--- src/rtl/cle_pkg.sv ---
package cle_pkg;

  localparam int POS_W = 6;

  localparam logic [7:0] KEY_NEWLINE   = 8'd10;
  localparam logic [7:0] KEY_ESCAPE    = 8'd27;
  localparam logic [7:0] KEY_BACKSPACE = 8'd127;
  localparam logic [7:0] KEY_CTRL_W    = 8'd23;
  localparam logic [7:0] KEY_CTRL_A    = 8'd1;
  localparam logic [7:0] KEY_CTRL_E    = 8'd5;
  localparam logic [7:0] KEY_TAB       = 8'd9;
  localparam logic [7:0] KEY_LEFT      = 8'd68;
  localparam logic [7:0] KEY_RIGHT     = 8'd67;
  localparam logic [7:0] CHAR_QMARK    = 8'd63;
  localparam logic [7:0] CHAR_SPACE    = 8'd32;

  localparam logic [7:0] THRESHOLD_RESET = 8'd31;

  localparam logic [1:0] OP_HOLD = 2'd0;
  localparam logic [1:0] OP_INS  = 2'd1;
  localparam logic [1:0] OP_DEL  = 2'd2;

  typedef struct packed {
    logic [1:0]       op;
    logic [POS_W-1:0] pos;
    logic [7:0]       fill;
  } cell_ctrl_t;

endpackage

--- src/rtl/cle_cell.sv ---
module cle_cell #(
  parameter int IDX = 0
) (
  input  logic                clk,
  input  cle_pkg::cell_ctrl_t ctrl,
  input  logic [7:0]          from_left,
  input  logic [7:0]          from_right,
  output logic [7:0]          data,
  output logic                space_hit
);

  localparam logic [cle_pkg::POS_W-1:0] IDX_C = cle_pkg::POS_W'(IDX);

  assign space_hit = (IDX_C == ctrl.pos) && (data == cle_pkg::CHAR_SPACE);

  always_ff @(posedge clk) begin
    case (ctrl.op)
      cle_pkg::OP_INS: begin
        if (IDX_C > ctrl.pos) begin
          data <= from_left;
        end else if (IDX_C == ctrl.pos) begin
          data <= ctrl.fill;
        end
      end
      cle_pkg::OP_DEL: begin
        if (IDX_C >= ctrl.pos) begin
          data <= from_right;
        end
      end
      default: begin
        data <= data;
      end
    endcase
  end

endmodule

--- config.mk ---
export PLATFORM = sky130hd
export DESIGN_NAME = cle_cell
export DESIGN_NICKNAME = d
export VERILOG_FILES = /design/src/rtl/cle_pkg.sv /design/src/rtl/cle_cell.sv
export SDC_FILE = /design/constraint.sdc
export NUM_CORES = 1
export LEC_CHECK = 0
export ABC_AREA = 1
export BUFFER_PORTS_ARGS = -buffer_cell sky130_fd_sc_hd__buf_2
export CAP_MARGIN = 20
export CORE_AREA = 2 2 39 41
export CTS_CLUSTER_SIZE = 16
export DETAILED_ROUTE_END_ITERATION = 12
export DIE_AREA = 0 0 41 43
export PLACE_DENSITY = 0.75
export SLEW_MARGIN = 20
export SYNTH_ARGS = -nofsm -noshare
export SYNTH_HDL_FRONTEND = slang
export SYNTH_SLANG_ARGS = --single-unit
--- constraint.sdc ---
create_clock -name clk -period 2 [get_ports clk]
set_clock_uncertainty 0.05 [all_clocks]
set_input_delay 0.3 -clock clk [delete_from_list [all_inputs] [get_ports clk]]
set_output_delay 0.3 -clock clk [all_outputs]
set_load 0.005 [all_outputs]
==> flow_summary_export.csv, run 1 <==
group,metric,value,unit
status,outcome,"complete, no violations",
pwr,ir_drop,0.2019,mV
pwr,powerDensity,544.9,nW/um^2
routing,ant_nets,0,
clocking,cts.hold.buffers_added,0,
floorplan,ios,42,
final_layout,drive_above_1_share,44.09,%
routing,via_count,442,
routing,avgViaCountPerCell,4.055,
placement,numPortBuffers,33,
critical_path,max_stage_delay,0.38,ns
critical_path,crit_family,"flip-flops",
critical_path,critPathArrivalTime,1.09,ns
floorplan,die_x,41,um
clocking,cts_resized,0,
routing,wirelength,848,um
routing,first_pass_iters,3,
final_layout,largest_reg_flops,8,
pwr,leakagePower,0.3629,nW
synth,synth_seq_cells,8,
synth,synthCells,57,
final_layout,reg.largest.list,"data x8",
global_routing,antenna_found_initial,0,
timing,rsz0062_at_grt,"false",
timing,max_freq,695.5,MHz
clocking,path_clk_slew,0.05,ns
timing,setup_viol,0,
final_layout,nets,128,
timing,tightest_slew,0.3445,ns
floorplan,die_h,43,um
clocking,cts_sinks,8,
timing,layout_min_cycle_time,1.438,ns
floorplan,start_util,32.01,%
placement,gp_congestion,0.7069,
timing,post-route-period-util,71.89,%
routing,drt-initial-drc-count,1,
pwr,p_total,0.0003545,W
clocking,cts_made_buffers,3,
timing,report.final.slew_viol_count,0,
synth,syn-num-nets,90,
global_routing,grt_overflow,0,
critical_path,slowest_stage,"edfxtp_1",
routing,wl_per_cell,7.780,um
flow_run,max_cap_viol_count,0,
placement,dpl_cell_area,628.1,um^2
global_routing,grt_max_degree,10,
synth,synth.distinct_cells,9,
critical_path,critPathKind,"register to primary output",
global_routing,grt_pass1_vias,393,
floorplan,core_area,1384,um^2
clocking,cts_tree,"done",
timing,tns,0,ns
global_routing,track_usage,12.86,%
synth,ys_seq_area_share,54.24,%
timing,worst_slew_margin_rel,77.01,%
synth,yosysWarnings,0,
final_layout,areaGrowthSynthToFinish,46.89,%
synth,avgSynthCellArea,7.771,um^2
clocking,max-clock-path-buffers,2,
routing,drcViolationCount,0,
synth,syn_area,442.9,um^2
placement,dpl.hpwl,722.5,um
floorplan,die_area,1763,um^2
critical_path,cp.required,1.65,ns
final_layout,n_antenna_cell,0,
final_layout,utilization,47.02,%
critical_path,path_buf_inv,2,
clocking,cts_max_level,1,
timing,hold_ws,0.2679,ns
final_layout,stdcell_area,650.6,um^2
global_routing,grt_pass1_wl,1414,um
clocking,cts_root_buf,"clkbuf_4",
timing,final_hold_viol_count,0,
critical_path,path_max_fanout,2,
final_layout,top_register,"data",
clocking,post_cts_buffers,0,
critical_path,start_kind,"register",
floorplan,rows,14,
critical_path,crit_path_end_kind,"primary output",
critical_path,crit_path_cell_trace,"inv_1, nand2_1, nor2_1, nand2_1, nor2_1, buf_2",
worst_hold_path,hold_class,"input port to register",
## final timing paths
kind | from | to | cells after the start
worst max-delay path | data[4]$_DFFE_PP_ | space_hit | 6
worst min-delay path | from_right[3] | data[3]$_DFFE_PP_ | 3
## cells in the mapped netlist
cell type,n,area share [%]
edfxtp_1,8,54
inv_1,7,5.9
inv_2,1,0.85
inv_6,1,2.0
nand2_1,29,25
nand2_4,1,2.5
nand3_1,1,1.1
nor2_1,7,5.9
nor2_2,2,2.8
## cell usage in the layout (no fill, tap or decap)
cell type,count
nor2_2,2
nand2_1,29
nand3_1,1
inv_2,1
nor2_1,7
clkbuf_4,3
inv_1,7
inv_6,1
nand2_4,1
buf_2,33
edfxtp_1,8
## final cells by class
type	instances	area, um^2
fillers	139	733.2
flip-flops and latches	8	240.2
inverters	9	38.79
clock buffers	3	22.52
well taps	16	20.02
repair buffers	33	165.2
multi-input cells	40	163.9
## where the power goes
part	switching, W	internal (W)
logic	0.0000234	0.0000263
registers	0.000000435	0.000188
clock network	0.0000486	0.0000682
total	0.0000724	0.000282
## metal layers
metal | GRT usage [%] | vias up | routed length [um]
met5 | 0 | - | 0
met4 | 16.00 | 0 | 24
met3 | 3.141 | 2 | 64
met2 | 17.50 | 19 | 398
met1 | 13.56 | 177 | 360
li1 | - | 244 | -
## logic make-up (layout without fill, tap and decap cells)
| kind of cell | count (synthesis) | in the layout | share of synthesized area (%) |
|---|---|---|---|
| DFF | 8 | 8 | 54.24 |
| and+or+nand+nor | 40 | 40 | 37.00 |
| buffers and inverters | 9 | 45 | 8.758 |
## per-stage QoR
| stage | setup WS (ns) | std cells |
|---|---|---|
| 6_report | 0.5623 | 109 |
| 5_1_grt | 0.4621 | 109 |
| 4_1_cts | 0.5501 | 109 |
| 2_1_floorplan | 0.8151 | 57 |
| 3_3_place_gp | 0.6410 | 106 |
| 3_5_place_dp | 0.6192 | 106 |
Power figures use the tool's default switching activity.
==> inputs of run 2 (changes only) <==
--- a/config.mk
+++ b/config.mk
@@ -8,11 +8,11 @@
 export ABC_AREA = 1
 export BUFFER_PORTS_ARGS = -buffer_cell sky130_fd_sc_hd__buf_2
 export CAP_MARGIN = 20
-export CORE_AREA = 2 2 39 41
+export CORE_AREA = 2 2 41 43
 export CTS_CLUSTER_SIZE = 16
 export DETAILED_ROUTE_END_ITERATION = 12
-export DIE_AREA = 0 0 41 43
-export PLACE_DENSITY = 0.75
+export DIE_AREA = 0 0 43 45
+export PLACE_DENSITY = 0.71
 export SLEW_MARGIN = 20
 export SYNTH_ARGS = -nofsm -noshare
 export SYNTH_HDL_FRONTEND = slang
==> constraint.sdc (replaced) <==
create_clock -name clk -period 1.3 [get_ports clk]
set_clock_uncertainty 0.05 [all_clocks]
set_input_delay 0.195 -clock clk [delete_from_list [all_inputs] [get_ports clk]]
set_output_delay 0.195 -clock clk [all_outputs]
set_load 0.005 [all_outputs]
==> run 2 against run 1 <==
The run now ends with setup timing left. First-iteration DRC count unchanged. Global-route usage decreased by 2.2 points. Cell area up 2.3%. Combinational power increased by 64%. Largest cell class unchanged.
==> flow_summary_export.csv, run 2 (synthesis results as in run 1) <==
group,metric,value,unit
final_layout,final_cell_mix,"buf_2 (33), nand2_1 (29), edfxtp_1 (8)",
pwr,seqPwrFrac,52.6,%
routing,avgViaCountPerCell,4.063,
worst_hold_path,hold_class,"input port to register",
timing,final_hold_viol_count,0,
timing,layout_min_cycle_time,1.303,ns
clocking,cts_tree,"done",
pwr,power_frac_comb,14.8,%
critical_path,critPathKind,"register to primary output",
pwr,leakagePower,0.3725,nW
floorplan,die_h,45,um
floorplan,start_util,30.10,%
critical_path,path_max_fanout,2,
clocking,cts_max_level,1,
timing,worst_slew_margin_rel,76.21,%
clocking,cts_resized,0,
critical_path,critPathArrivalTime,1.06,ns
placement,gp_congestion,0.6955,
timing,rsz0062_at_grt,"true",
critical_path,crit_path_cell_trace,"inv_1, nand2_1, nor2_1, nand2_1, nor2_1, buf_2",
timing,setup_ws,-0.002519,ns
timing,hold_ws,0.1613,ns
routing,first_pass_iters,4,
placement,dpl_cell_area,643.1,um^2
timing,report.final.slew_viol_count,0,
timing,max_freq,767.7,MHz
placement,placed_cells,108,
critical_path,slowest_stage,"edfxtp_1",
floorplan,ios,42,
critical_path,crit_path_end_kind,"primary output",
critical_path,path_buf_inv,2,
routing,drcViolationCount,0,
critical_path,cp.required,1.05,ns
pwr,p_int,0.0004380,W
final_layout,fin_cells,111,
final_layout,reg.largest.list,"data x8",
routing,wirelength,863,um
clocking,max-clock-path-buffers,2,
global_routing,track_usage,10.63,%
global_routing,grt_pass1_vias,421,
flow_run,max_cap_viol_count,0,
clocking,cts.hold.buffers_added,0,
floorplan,die_area,1935,um^2
timing,setup_viol,1,
worst_hold_path,hold_depth,3,
status,violations,"setup timing",
global_routing,grt_max_degree,9,
clocking,cts_made_buffers,3,
final_layout,stdcell_area,665.6,um^2
worst_hold_path,worstHoldStart,"from_right[4]",
clocking,post_cts_buffers,0,
placement,dpl.hpwl,778.2,um
final_layout,n_antenna_cell,0,
floorplan,die_x,43,um
timing,post-route-period-util,100.2,%
routing,wl_per_cell,7.775,um
placement,pre_cts_ws,-0.006018,ns
critical_path,crit_family,"flip-flops",
status,outcome,"finished, violations left",
placement,numPortBuffers,33,
routing,via_count,451,
clocking,cts_sinks,8,
pwr,clockPowerShare,32.6,%
final_layout,nets,130,
clocking,path_clk_slew,0.05,ns
global_routing,grt_pass1_wl,1490,um
pwr,ir_drop,0.3400,mV
pwr,p_sw_share,20.29,%
critical_path,max_stage_delay,0.37,ns
floorplan,core_area,1471,um^2
pwr,power.net_switching,0.0001115,W
global_routing,antenna_found_initial,0,
final_layout,areaGrowthSynthToFinish,50.28,%
floorplan,rows,14,
clocking,cts_root_buf,"clkbuf_4",
critical_path,start_kind,"register",
pwr,powerDensity,825.5,nW/um^2
global_routing,grt_overflow,0,
routing,drt-initial-drc-count,1,
final_layout,utilization,45.24,%
timing,tightest_slew,0.3564,ns
worst_hold_path,holdPathEnd,"data[4]$_DFFE_PP_",
routing,ant_nets,0,
final_layout,top_register,"data",
final_layout,drive_above_1_share,45.26,%
final_layout,layout_commonest_cell,"buf_2",
final_layout,largest_reg_flops,8,
-- run 2: cell types whose count changed in the layout (fill, tap and decap cells not counted), sizes merged --
cell,change
buf,+2
-- run 2: layout make-up --
type | instances | area [um^2]
Inverter | 9 | 38.79
Clock buffer | 3 | 22.52
Multi-Input combinational cell | 40 | 163.9
Sequential cell | 8 | 240.2
Tap cell | 16 | 20.02
Timing Repair Buffer | 35 | 180.2
Fill cell | 154 | 805.8
-- run 2: worst min-delay path, stage by stage --
cell and delay (ns):
buf_2 0.08, nand2_1 0.04, nand2_1 0.04
-- run 2: power groups by stage --
stage	combinational (W)	clock (W)	sequential (W)
2_1_floorplan	0.0000346	0	0.000294
5_1_grt	0.0000942	0.000199	0.000289
4_1_cts	0.0000827	0.000183	0.000289
3_3_place_gp	0.0000807	0	0.000294
3_5_place_dp	0.0000827	0	0.000294
6_report	0.0000814	0.000179	0.000289
-- run 2: worst max-delay path by stage --
stage                       from                end  slack [ns]  cells after the start
2_1_floorplan           ctrl[14]  data[0]$_DFFE_PP_        0.22                      5
3_3_place_gp            ctrl[11]  data[6]$_DFFE_PP_        0.05                      4
3_5_place_dp            ctrl[11]  data[6]$_DFFE_PP_      -0.006                      4
4_1_cts        data[6]$_DFFE_PP_          space_hit       -0.02                      6
5_1_grt        data[1]$_DFFE_PP_          space_hit       -0.12                      6
6_report       data[4]$_DFFE_PP_          space_hit      -0.003                      6
-- run 2: metrics by stage --
step,power [W],TNS (ns)
after CTS,0.0005555,-0.01841
after global routing,0.0005823,-0.1242
final,0.0005495,-0.002519
after global placement,0.0003747,0
after detailed placement,0.0003768,-0.04709
after floorplan,0.0003290,0
-- run 2: per-layer routing --
| layer | up-vias | GRT usage, % | routed length (um) |
|---|---|---|---|
| li1 | 248 | - | - |
| met4 | 0 | 9.091 | 20 |
| met5 | - | 0 | 0 |
| met2 | 22 | 19.09 | 447 |
| met3 | 2 | 1.200 | 77 |
| met1 | 179 | 11.11 | 317 |
